$ cat src/rtl/magnetometer_set_reset_offset_tracker_macros.svh
// ----------------------------------------------------------------------------
// Assertion macros for the set/reset offset tracker
// Clocked implication checks with a synchronous active-low reset disable.
// ----------------------------------------------------------------------------
`ifndef MAGNETOMETER_SET_RESET_OFFSET_TRACKER_MACROS_SVH
`define MAGNETOMETER_SET_RESET_OFFSET_TRACKER_MACROS_SVH

// Same-cycle implication
`define MSROT_ASSERT_NOW(label, clk, rst_n, ante, cons) \
    label: assert property (@(posedge clk) disable iff (!rst_n) (ante) |-> (cons)) \
        else $error("msrot assertion failed");

// Next-cycle implication
`define MSROT_ASSERT_NEXT(label, clk, rst_n, ante, cons) \
    label: assert property (@(posedge clk) disable iff (!rst_n) (ante) |=> (cons)) \
        else $error("msrot assertion failed");

`endif

$ cat src/rtl/msrot_pkg.sv
// ----------------------------------------------------------------------------
// msrot_pkg
// Shared types and constants of the magnetometer set/reset offset tracker.
// ----------------------------------------------------------------------------
`timescale 1ns / 1ps

package msrot_pkg;

    // Fraction bits of the offset estimate (Q16.FRAC)
    localparam int FRAC_BITS_DEF = 8;

    // Configuration port
    localparam int CFG_IDX_W  = 1;
    localparam int CFG_DATA_W = 8;

    localparam logic [CFG_IDX_W-1:0] CFG_CAL_INTERVAL = 1'd0;
    localparam logic [CFG_IDX_W-1:0] CFG_FILTER_SHIFT = 1'd1;

    localparam logic [7:0] CAL_INTERVAL_RST = 8'd20;
    localparam logic [2:0] FILTER_SHIFT_RST = 3'd2;

    // Attempt counter
    localparam int          CNT_W   = 9;
    localparam logic [8:0]  CNT_MAX = 9'd511;

    typedef struct packed {
        logic        status_ok;
        logic        meas_done;
        logic        data_ok;
        logic [15:0] raw_x;
        logic [15:0] raw_y;
        logic [15:0] raw_z;
        logic [15:0] set_x;
        logic [15:0] set_y;
        logic [15:0] set_z;
    } t_in_word;

    typedef struct packed {
        logic               valid_res;
        logic signed [15:0] mag_x;
        logic signed [15:0] mag_y;
        logic signed [15:0] mag_z;
        logic               cal_done;
    } t_out_word;

    typedef struct packed {
        logic [7:0] cal_interval;
        logic [2:0] filter_shift;
    } t_cfg;

endpackage

$ cat src/rtl/msrot_cfg.sv
// ----------------------------------------------------------------------------
// msrot_cfg
// Configuration registers: calibration interval and offset filter shift.
// ----------------------------------------------------------------------------
`timescale 1ns / 1ps

module msrot_cfg (
    input  logic                                 i_clk,
    input  logic                                 i_rst_n,
    input  logic                                 i_cfg_we,
    input  logic [msrot_pkg::CFG_IDX_W-1:0]      i_cfg_idx,
    input  logic [msrot_pkg::CFG_DATA_W-1:0]     i_cfg_data,
    output msrot_pkg::t_cfg                      o_cfg
);
    import msrot_pkg::*;

    t_cfg r_cfg;

    // Write the addressed register, drop unknown indexes
    always_ff @(posedge i_clk) begin
        if (!i_rst_n) begin
            r_cfg.cal_interval <= CAL_INTERVAL_RST;
            r_cfg.filter_shift <= FILTER_SHIFT_RST;
        end else if (i_cfg_we) begin
            case (i_cfg_idx)
                CFG_CAL_INTERVAL: r_cfg.cal_interval <= i_cfg_data[7:0];
                CFG_FILTER_SHIFT: r_cfg.filter_shift <= i_cfg_data[2:0];
                default: ;
            endcase
        end
    end

    assign o_cfg = r_cfg;

endmodule

$ cat src/rtl/msrot_axis.sv
// ----------------------------------------------------------------------------
// msrot_axis
// One axis: offset estimate update on calibration and corrected output.
// ----------------------------------------------------------------------------
`timescale 1ns / 1ps

module msrot_axis #(
    parameter int FRAC_BITS = msrot_pkg::FRAC_BITS_DEF
) (
    input  logic [15:0]                i_raw,
    input  logic [15:0]                i_set,
    input  logic signed [FRAC_BITS+15:0] i_est,
    input  logic                       i_cal,
    input  logic [2:0]                 i_shift,
    output logic signed [FRAC_BITS+15:0] o_est,
    output logic signed [15:0]         o_mag
);
    localparam int EST_W = FRAC_BITS + 16;

    logic signed [15:0]      s;
    logic signed [15:0]      t;
    logic signed [16:0]      diff;
    logic signed [EST_W-1:0] half;
    logic signed [EST_W:0]   delta;
    logic signed [EST_W:0]   step;
    logic signed [EST_W+1:0] upd;
    logic signed [EST_W-1:0] upd_sat;
    logic signed [EST_W-1:0] est_use;
    logic signed [EST_W:0]   sum;
    logic signed [EST_W:0]   rnd;
    logic signed [16:0]      q;

    always_comb begin
        // Re-center offset binary counts
        s = $signed({~i_raw[15], i_raw[14:0]});
        t = $signed({~i_set[15], i_set[14:0]});

        // Half of set minus normal, in estimate format
        diff  = $signed({t[15], t}) - $signed({s[15], s});
        half  = $signed({diff, {(FRAC_BITS-1){1'b0}}});

        // First-order filter step, floor division by arithmetic shift
        delta = $signed({half[EST_W-1], half}) - $signed({i_est[EST_W-1], i_est});
        step  = delta >>> i_shift;
        upd   = $signed({{2{i_est[EST_W-1]}}, i_est}) + $signed({step[EST_W], step});

        // Clamp the update to the estimate format
        if (upd[EST_W+1] != upd[EST_W] || upd[EST_W] != upd[EST_W-1]) begin
            upd_sat = upd[EST_W+1] ? $signed({1'b1, {(EST_W-1){1'b0}}})
                                   : $signed({1'b0, {(EST_W-1){1'b1}}});
        end else begin
            upd_sat = upd[EST_W-1:0];
        end

        est_use = i_cal ? upd_sat : i_est;

        // Sample plus estimate, truncate toward zero
        sum = $signed({s[15], s, {FRAC_BITS{1'b0}}})
            + $signed({est_use[EST_W-1], est_use});
        rnd = sum[EST_W] ? sum + $signed({{(EST_W+1-FRAC_BITS){1'b0}}, {FRAC_BITS{1'b1}}})
                         : sum;
        q   = rnd[EST_W:FRAC_BITS];

        // Saturate to int16
        if (q[16] != q[15]) begin
            o_mag = q[16] ? 16'sh8000 : 16'sh7FFF;
        end else begin
            o_mag = q[15:0];
        end

        o_est = est_use;
    end

endmodule

$ cat src/rtl/magnetometer_set_reset_offset_tracker.sv
// A word in the input register moves to the result register when the result
// stage is free. Throughput: one word per cycle while i_out_stall stays low;
// the single-pass datapath sits between them, and stalls pass back one stage.
// Reset (i_rst_n low, synchronous): both stages empty, attempt counter and
// offset estimates zero, cal_interval 20, filter_shift 2.
// ----------------------------------------------------------------------------
// magnetometer_set_reset_offset_tracker
// Set/reset offset tracker: counts read attempts, periodically refines the
// per-axis offset estimates and outputs corrected, saturated field samples.
// ----------------------------------------------------------------------------
`timescale 1ns / 1ps
`include "magnetometer_set_reset_offset_tracker_macros.svh"

module magnetometer_set_reset_offset_tracker #(
    parameter int FRAC_BITS = msrot_pkg::FRAC_BITS_DEF
) (
    input  logic                              i_clk,
    input  logic                              i_rst_n,
    input  logic                              i_in_valid,
    output logic                              o_in_stall,
    input  msrot_pkg::t_in_word               i_in_word,
    output logic                              o_out_valid,
    input  logic                              i_out_stall,
    output msrot_pkg::t_out_word              o_out_word,
    input  logic                              i_cfg_we,
    input  logic [msrot_pkg::CFG_IDX_W-1:0]   i_cfg_idx,
    input  logic [msrot_pkg::CFG_DATA_W-1:0]  i_cfg_data
);
    import msrot_pkg::*;

    localparam int EST_W = FRAC_BITS + 16;

    t_cfg                    cfg;
    logic                    r_in_valid;
    t_in_word                r_in_word;
    logic                    r_out_valid;
    t_out_word               r_out_word;
    logic [CNT_W-1:0]        r_cnt;
    logic [CNT_W-1:0]        cnt_inc;
    logic [CNT_W-1:0]        n_cnt;
    logic signed [EST_W-1:0] r_est_x;
    logic signed [EST_W-1:0] r_est_y;
    logic signed [EST_W-1:0] r_est_z;
    logic signed [EST_W-1:0] n_est_x;
    logic signed [EST_W-1:0] n_est_y;
    logic signed [EST_W-1:0] n_est_z;
    logic signed [15:0]      mag_x;
    logic signed [15:0]      mag_y;
    logic signed [15:0]      mag_z;
    logic                    good;
    logic                    cal;
    logic                    advance;
    logic                    accept_in;
    t_out_word               n_out_word;

    msrot_cfg u_cfg (
        .i_clk      (i_clk),
        .i_rst_n    (i_rst_n),
        .i_cfg_we   (i_cfg_we),
        .i_cfg_idx  (i_cfg_idx),
        .i_cfg_data (i_cfg_data),
        .o_cfg      (cfg)
    );

    // Handshake: the input stage moves on when the result stage is free
    assign advance    = r_in_valid && (!r_out_valid || !i_out_stall);
    assign o_in_stall = r_in_valid && !advance;
    assign accept_in  = i_in_valid && !o_in_stall;

    // Attempt counter with saturation, calibration decision
    always_comb begin
        good    = r_in_word.status_ok && r_in_word.meas_done && r_in_word.data_ok;
        cnt_inc = (r_cnt == CNT_MAX) ? r_cnt : r_cnt + 1'b1;
        cal     = good && (cnt_inc > {1'b0, cfg.cal_interval});
        n_cnt   = cal ? '0 : cnt_inc;
    end

    msrot_axis #(.FRAC_BITS(FRAC_BITS)) u_axis_x (
        .i_raw   (r_in_word.raw_x),
        .i_set   (r_in_word.set_x),
        .i_est   (r_est_x),
        .i_cal   (cal),
        .i_shift (cfg.filter_shift),
        .o_est   (n_est_x),
        .o_mag   (mag_x)
    );

    msrot_axis #(.FRAC_BITS(FRAC_BITS)) u_axis_y (
        .i_raw   (r_in_word.raw_y),
        .i_set   (r_in_word.set_y),
        .i_est   (r_est_y),
        .i_cal   (cal),
        .i_shift (cfg.filter_shift),
        .o_est   (n_est_y),
        .o_mag   (mag_y)
    );

    msrot_axis #(.FRAC_BITS(FRAC_BITS)) u_axis_z (
        .i_raw   (r_in_word.raw_z),
        .i_set   (r_in_word.set_z),
        .i_est   (r_est_z),
        .i_cal   (cal),
        .i_shift (cfg.filter_shift),
        .o_est   (n_est_z),
        .o_mag   (mag_z)
    );

    // Build the result word, zero on a failed read
    always_comb begin
        n_out_word.valid_res = good;
        n_out_word.mag_x     = good ? mag_x : '0;
        n_out_word.mag_y     = good ? mag_y : '0;
        n_out_word.mag_z     = good ? mag_z : '0;
        n_out_word.cal_done  = cal;
    end

    // Control and state registers
    always_ff @(posedge i_clk) begin
        if (!i_rst_n) begin
            r_in_valid  <= 1'b0;
            r_out_valid <= 1'b0;
            r_cnt       <= '0;
            r_est_x     <= '0;
            r_est_y     <= '0;
            r_est_z     <= '0;
        end else begin
            r_in_valid  <= accept_in || (r_in_valid && !advance);
            r_out_valid <= advance || (r_out_valid && i_out_stall);
            if (advance) begin
                r_cnt   <= n_cnt;
                r_est_x <= n_est_x;
                r_est_y <= n_est_y;
                r_est_z <= n_est_z;
            end
        end
    end

    // Payload registers
    always_ff @(posedge i_clk) begin
        if (accept_in) begin
            r_in_word <= i_in_word;
        end
        if (advance) begin
            r_out_word <= n_out_word;
        end
    end

    assign o_out_valid = r_out_valid;
    assign o_out_word  = r_out_word;

    `MSROT_ASSERT_NOW(a_invalid_zero, i_clk, i_rst_n, r_out_valid && !r_out_word.valid_res, r_out_word.mag_x == 16'sd0 && r_out_word.mag_y == 16'sd0 && r_out_word.mag_z == 16'sd0 && !r_out_word.cal_done)
    `MSROT_ASSERT_NOW(a_cal_needs_good, i_clk, i_rst_n, r_out_valid && r_out_word.cal_done, r_out_word.valid_res)
    `MSROT_ASSERT_NEXT(a_cal_clears_cnt, i_clk, i_rst_n, advance && cal, r_cnt == '0)
    `MSROT_ASSERT_NEXT(a_est_hold, i_clk, i_rst_n, !advance, $stable(r_est_x) && $stable(r_est_y) && $stable(r_est_z))
    `MSROT_ASSERT_NOW(a_full_stall, i_clk, i_rst_n, r_in_valid && r_out_valid && i_out_stall, o_in_stall)

endmodule

$ cat config.mk
export PLATFORM = sky130hd
export DESIGN_NAME = magnetometer_set_reset_offset_tracker
export DESIGN_NICKNAME = d
export VERILOG_FILES = /design/src/rtl/msrot_pkg.sv /design/src/rtl/msrot_cfg.sv /design/src/rtl/msrot_axis.sv /design/src/rtl/magnetometer_set_reset_offset_tracker.sv
export VERILOG_INCLUDE_DIRS = /design/src /design/src/rtl
export SDC_FILE = /design/constraint.sdc
export NUM_CORES = 1
export LEC_CHECK = 0
export ABC_CLOCK_PERIOD_IN_PS = 13520
export BUFFER_PORTS_ARGS = -buffer_cell sky130_fd_sc_hd__buf_2
export CAP_MARGIN = 20
export CORE_MARGIN = 1
export CORE_UTILIZATION = 60
export DETAILED_ROUTE_END_ITERATION = 16
export MAX_ROUTING_LAYER = met4
export PLACE_DENSITY_LB_ADDON = 0.1
export SYNTH_ARGS = -nofsm -noshare
export SYNTH_HDL_FRONTEND = slang
export SYNTH_SLANG_ARGS = --single-unit
$ cat constraint.sdc
create_clock -name i_clk -period 13.52 [get_ports i_clk]
set_input_delay 2.704 -clock i_clk [delete_from_list [all_inputs] [get_ports i_clk]]
set_output_delay 2.704 -clock i_clk [all_outputs]
set_load 0.005 [all_outputs]
# == Yosys cells after proc, flatten, opt, wreduce, memory -nomap -nowiden ==
# Cells that the tools add are included.
# op_classes
n_mux,20
magnitude_cmp,1
n_shift,3
n_addsub,16
eq_ne,10
reduce_logical,19
n_bitwise,7
# op_table
cell,n
2-to-1 mux 24 bit,9
2-to-1 mux 16 bit,6
adder 24 x 25 -> 26 bit,3
adder 24 x 24 -> 25 bit,3
"adder 25 x 9 -> 25 bit, second input constant",3
2-to-1 mux 25 bit,3
>>> shifter 25 x 3 -> 25 bit,3
subtractor 24 x 24 -> 25 bit,3
subtractor 16 x 16 -> 17 bit,3
2-to-1 mux 9 bit,2
"adder 9 x 1 -> 9 bit, second input constant",1
"== test 9 bit, second input constant",1
greater-than comparator 9 x 8 -> 1 bit,1
!= test 1 bit,9
logical AND 1 bit,7
inverter 1 bit,7
logical OR 1 bit,6
zero test 1 bit,4
AND reduction 2 bit,2
# totals
reg_bits,243
elab_cells,98

# == Longest topological paths before layout ==
# depth
word_depth,14
depth_mapped,56
depth_no_buf,52

# == Hierarchy ==
# From an unflattened synthesis, not the netlist that was laid out.
# unflattened
hier_cells,3218
area_unflattened_um2,25476.9
# modules_own_cells
module,n_inst,area_each_um2,cells_per_inst
magnetometer_set_reset_offset_tracker,1,8187.9,627
msrot_axis (u_axis_z),1,5751.8,869
msrot_axis (u_axis_y),1,5607.9,847
msrot_axis (u_axis_x),1,5474.0,827
msrot_cfg,1,455.4,48

# == Least setup slack after synthesis ==
# Ideal clock, no wire load.
# synth_timing
kind,register to register
start,register r_in_word[49] (netlist bit)
end,register r_out_word (netlist bit o_out_word[2]) (data pin)
arrival_time_ps,10464
stages_incl_launch_ff,55
path_slack_ps,2897
path_buffers,4
path_cell_list,edfxtp_1 -> inv_1 -> ha_1 -> nor2b_1 -> o21ai_0 -> a21boi_0 -> o21ai_0 -> a21boi_0 -> o21ai_0 -> a21boi_0 -> o21ai_0 -> nor2b_1 -> xnor2_1 -> ha_1 -> o21ai_0 -> nand2b_1 -> and2_1 -> nor2b_1 -> [... 19 more ...] -> a211oi_1 -> a21oi_1 -> ha_1 -> inv_1 -> fa_1 -> nor2b_1 -> o21ai_1 -> nand2_1 -> nor2_1 -> or4_1 -> or4b_1 -> or3_4 -> nor2_2 -> nand4_1 -> a2111oi_2 -> o31ai_4 -> buf_6 -> a211oi_2
# synth_via
elab_chain_cells,13
elab_cells_between_ends,16
# synth_lines
element,line_no,rtl
start: declaration,magnetometer_set_reset_offset_tracker.sv:35,t_in_word r_in_word;
start signal: assignment,magnetometer_set_reset_offset_tracker.sv:141,r_in_word <= i_in_word;
subtractor 16 x 16 -> 17 bit *,msrot_axis.sv:39,"diff = $signed({t[15], t}) - $signed({s[15], s});"
subtractor 24 x 24 -> 25 bit *,msrot_axis.sv:43,"delta = $signed({half[EST_W-1], half}) - $signed({i_est[EST_W-1], i_est});"
>>> shifter 25 x 3 -> 25 bit *,msrot_axis.sv:44,step = delta >>> i_shift;
adder 24 x 25 -> 26 bit *,msrot_axis.sv:45,"upd = $signed({{2{i_est[EST_W-1]}}, i_est}) + $signed({step[EST_W], step});"
!= test 1 bit,msrot_axis.sv:48,if (upd[EST_W+1] != upd[EST_W] || upd[EST_W] != upd[EST_W-1]) begin
logical OR 1 bit,msrot_axis.sv:48,
2-to-1 mux 24 bit *,msrot_axis.sv:48,
2-to-1 mux 24 bit *,msrot_axis.sv:55,est_use = i_cal ? upd_sat : i_est;
named net n_est_z[8],magnetometer_set_reset_offset_tracker.sv:46,logic signed [EST_W-1:0] n_est_z;
adder 24 x 24 -> 25 bit *,msrot_axis.sv:59,"+ $signed({est_use[EST_W-1], est_use});"
adder 25 x 9 -> 25 bit,msrot_axis.sv:60,"rnd = sum[EST_W] ? sum + $signed({{(EST_W+1-FRAC_BITS){1'b0}}, {FRAC_BITS{1'b1}}})"
2-to-1 mux 25 bit *,msrot_axis.sv:60,
2-to-1 mux 16 bit / != test 1 bit (equally long branches),"msrot_axis.sv:66, msrot_axis.sv:65",
2-to-1 mux 16 bit *,msrot_axis.sv:65,if (q[16] != q[15]) begin
end signal: assignment,magnetometer_set_reset_offset_tracker.sv:144,r_out_word <= n_out_word;
end: declaration,magnetometer_set_reset_offset_tracker.sv:37,t_out_word r_out_word;
# Mark *: on every way through the listed nets, which the timed path passes. The rest lies on a longest branch.
# A chain may end at the register's enable or synchronous reset.

# == Worst setup path in the final report ==
# layout_timing
start,register r_in_word[49] (netlist bit)
end,register r_out_word (netlist bit o_out_word[1]) (data pin)
# Same word-level chain as after synthesis.

==> results.cfg <==
[run_status]
run_status = complete, no violations

[synthesis]
synth_enable_flop_cells = 149
synth.most_common_cell = sky130_fd_sc_hd__nand2_1
yosys-top-cells-area = sky130_fd_sc_hd__edfxtp_1 18%, sky130_fd_sc_hd__ha_1 12%, sky130_fd_sc_hd__dfxtp_1 7.7%
synth_area_leader_cell = sky130_fd_sc_hd__edfxtp_1
number_of_storage_elements_in_the_synthesis_netlist = 243
yosysWarnings = 0
netlist-cell-type-count = 98
instance_count_of_the_mapped_netlist = 3014
yosysSeqAreaShare = 0.261
synth_top_cell_area_share = 0.183
top_ff_cell_synth = sky130_fd_sc_hd__edfxtp_1
syn_avg_cell_area_um2 = 8.09
synth_async_sr_flop_share = 0
synthesis.nets = 3374
synth_commonest_cells = 312 x sky130_fd_sc_hd__nand2_1, 238 x sky130_fd_sc_hd__ha_1, 236 x sky130_fd_sc_hd__a21oi_1
mappedNetlistArea_mm2 = 0.0244

[detailed_routing]
dr_total_vias = 22900
dr.pass1.iters = 8
drt_iter0_drc = 1827
drt_drc_violations_left = 0
vias_per_cell = 6.27
finalWirelength_mm = 68.6
route.antenna.remaining_nets = 0
wl_per_cell_um = 18.7

[place]
postPlaceCellArea_mm2 = 0.0256
number_of_buffer_cells_added_on_primary_ports = 164
routability_congestion = 0.973
dp_hpwl_mm = 51.5
dp_worst_setup_slack_ns = 1.06

[timing]
setup_viol = 0
final_hold_fails = 0
final.setup_skew_ns = 0.0299
final_min_period_over_clock_period = 0.931
worst_slew_margin_relative_to_its_limit = 0.292
hold_slack_ns = 0.468
grt_setup_unrepaired = false
period_minus_slack_ns = 12.59
tns_ns = 0
tightestPinTransition_ns = 1.06
fin_ws_ns = 0.933
fmaxAchievable_mhz = 79.4
final-max-slew-violation-count = 0

[clocking]
clock_tree.buffer_depth = 3
cts.repair_timing.setup_buffer_count = 0
num_cts_buffers = 29
cts_tree = built
cts-hold-fix-buffers = 0
clock_tree.htree_level_count = 1
post_cts_resized = 0
worst_skew_pair.late_latency_ns = 0.61
clk_transition_reported_paths_ns = 0.06
clock-sinks = 243
clock-root-buffer = sky130_fd_sc_hd__clkbuf_16

[critical_path]
arrival_worst_endpoint_ns = 12.96
worstSetupPathType = flop to flop
crit-reg2reg-capture = o_out_word[1]
critPathMaxStageDelay_ns = 0.56
worstSetupStartpointType = flop
worst_ep_required_time_ns = 13.90
crit_slowest_cell = sky130_fd_sc_hd__a2bb2oi_2
top_cell_by_count_worst_path = sky130_fd_sc_hd__o21ai_0
rrSetupSlack_ns = 0.93
timing.critical_path.fanout_max = 15
endpoint_kind = flop
rr_worst_depth = 50
r2r-start = r_in_word[49]

[layout]
final_nets = 3472
diodes = 0
postLayoutCellArea_mm2 = 0.0265
layout_cells_sized_above_1 = 0.110
syn2layout_area_growth_pct = 8.84

[floorplan]
die_x_um = 204
design.die.area_mm2 = 0.0415
die_h_um = 204
start_util = 0.611
top_level_ports = 165
core_area_mm2 = 0.0399
core.rowCount = 73

[worst_hold_path]
hold_start = u_cfg.o_cfg[8]
hold_class = flop to flop
timing.hold.worst_path_depth = 2
min_to = u_cfg.o_cfg[8]

[power_and_ir_drop]
internal-power_mw = 1.80
sw_frac_of_total = 0.399
leakage_power_nw = 11.4
irDropWorstVdd_uv = 86.5
power_switching_mw = 1.19
p_seq_frac = 0.281
combinational_share_of_power = 0.450
power_mw = 2.99
power.density_mw_per_mm2 = 113
share_clk_of_total_power = 0.269

[run]
timing.max_cap.violations = 0

[global_route]
antenna_found_initial = 0
total_congestion_overflow = 0
grt_first_pass_wirelength_mm = 110
largest_net_degree_at_the_start_of_global_routing = 97
track_usage = 0.335
grt_pass1_vias = 21900
state kept, by name (all words and copies together), names as in the netlist:
register	flops
o_out_word	50
r_est_x	24
r_in_word	99
o_out_valid	1
u_cfg.o_cfg	11
r_est_y	24
r_in_valid	1
r_cnt	9
r_est_z	24
logic make-up after synthesis:
group | Yosys count | share of synthesized area
adders and majority gates | 247 | 0.129
muxes | 117 | 0.0506
DFF | 243 | 0.261
buffers and inverters | 351 | 0.0550
AOI/OAI and AO/OA | 988 | 0.267
xor gates and xnor gates | 197 | 0.0710
and+or+nand+nor | 871 | 0.166
metrics by stage:
step | std cells | utilization
6_report | 3660 | 0.665
5_1_grt | 3660 | 0.665
4_1_cts | 3658 | 0.665
3_5_place_dp | 3604 | 0.640
3_3_place_gp | 3604 | 0.640
2_1_floorplan | 3014 | -
power groups by stage:
| stage | clock network, mW | registers, mW | logic [mW] |
|---|---|---|---|
| detailed placement | 0 | 0.855 | 1.31 |
| CTS | 0.818 | 0.839 | 1.32 |
| global route | 0.839 | 0.842 | 1.48 |
| floorplan | 0 | 0.847 | 1.01 |
| finish | 0.805 | 0.840 | 1.35 |
| global placement | 0 | 0.854 | 1.28 |
cell usage in the layout, fill, tap and decap left out, types with 18 or more instances in the layout:
master / n
sky130_fd_sc_hd__dfxtp_1: 91
sky130_fd_sc_hd__a21oi_1: 236
sky130_fd_sc_hd__nor2b_1: 32
sky130_fd_sc_hd__nor2_1: 220
sky130_fd_sc_hd__inv_1: 228
sky130_fd_sc_hd__nand2b_1: 21
sky130_fd_sc_hd__mux2i_1: 75
sky130_fd_sc_hd__nor3_1: 64
sky130_fd_sc_hd__and2_1: 31
sky130_fd_sc_hd__o31ai_1: 18
sky130_fd_sc_hd__clkbuf_16: 30
sky130_fd_sc_hd__o21bai_1: 22
sky130_fd_sc_hd__o21a_1: 31
sky130_fd_sc_hd__xor2_1: 68
sky130_fd_sc_hd__and3_1: 25
sky130_fd_sc_hd__edfxtp_1: 149
sky130_fd_sc_hd__buf_4: 20
sky130_fd_sc_hd__o21ai_0: 220
sky130_fd_sc_hd__a21boi_0: 67
sky130_fd_sc_hd__a211oi_1: 67
sky130_fd_sc_hd__a31oi_1: 38
sky130_fd_sc_hd__buf_2: 164
sky130_fd_sc_hd__a211o_1: 18
sky130_fd_sc_hd__ha_1: 238
sky130_fd_sc_hd__nand3_1: 71
sky130_fd_sc_hd__mux2_2: 41
sky130_fd_sc_hd__a21o_1: 69
sky130_fd_sc_hd__xnor2_1: 128
sky130_fd_sc_hd__o211ai_1: 30
sky130_fd_sc_hd__nand2_1: 312
final cells by class:
class / instances / area [µm²]
clock inverter: 12 / 136
clock buffer: 42 / 826
fill: 3392 / 13400
tap: 525 / 657
inverter: 233 / 877
timing repair buffer: 185 / 983
multi-input combinational: 2420 / 16700
sequential: 243 / 6360
per-layer routing:
layer	wire [µm]	vias to the layer above	global-route usage	part of all wire
met3	4510	134	0.0446	0.066
met4	2220	0	0.106	0.032
li1	-	11200	-	-
met2	31200	749	0.536	0.45
met1	30700	10800	0.438	0.45
met5	0	-	-	0
worst max-delay path: cells and delay by family, from the launching register on:
kind / cells / cell delay [ns]
muxes: 1 / 0.17
buffers and inverters: 3 / 0.36
AOI/OAI and AO/OA: 27 / 6.77
DFF: 1 / 0.44
adders and majority gates: 5 / 1.42
xor gates and xnor gates: 3 / 0.70
and+or+nand+nor: 11 / 2.50
how the worst max path moves through the flow:
stage | start | to
2_1_floorplan | r_in_word[49] | o_out_word[2]
3_3_place_gp | r_in_word[48] | o_out_word[4]
3_5_place_dp | r_in_word[49] | o_out_word[1]
4_1_cts | r_in_word[49] | o_out_word[1]
5_1_grt | r_in_word[49] | o_out_word[1]
6_report | r_in_word[49] | o_out_word[1]
No activity file was read; power rests on OpenSTA's default activity.
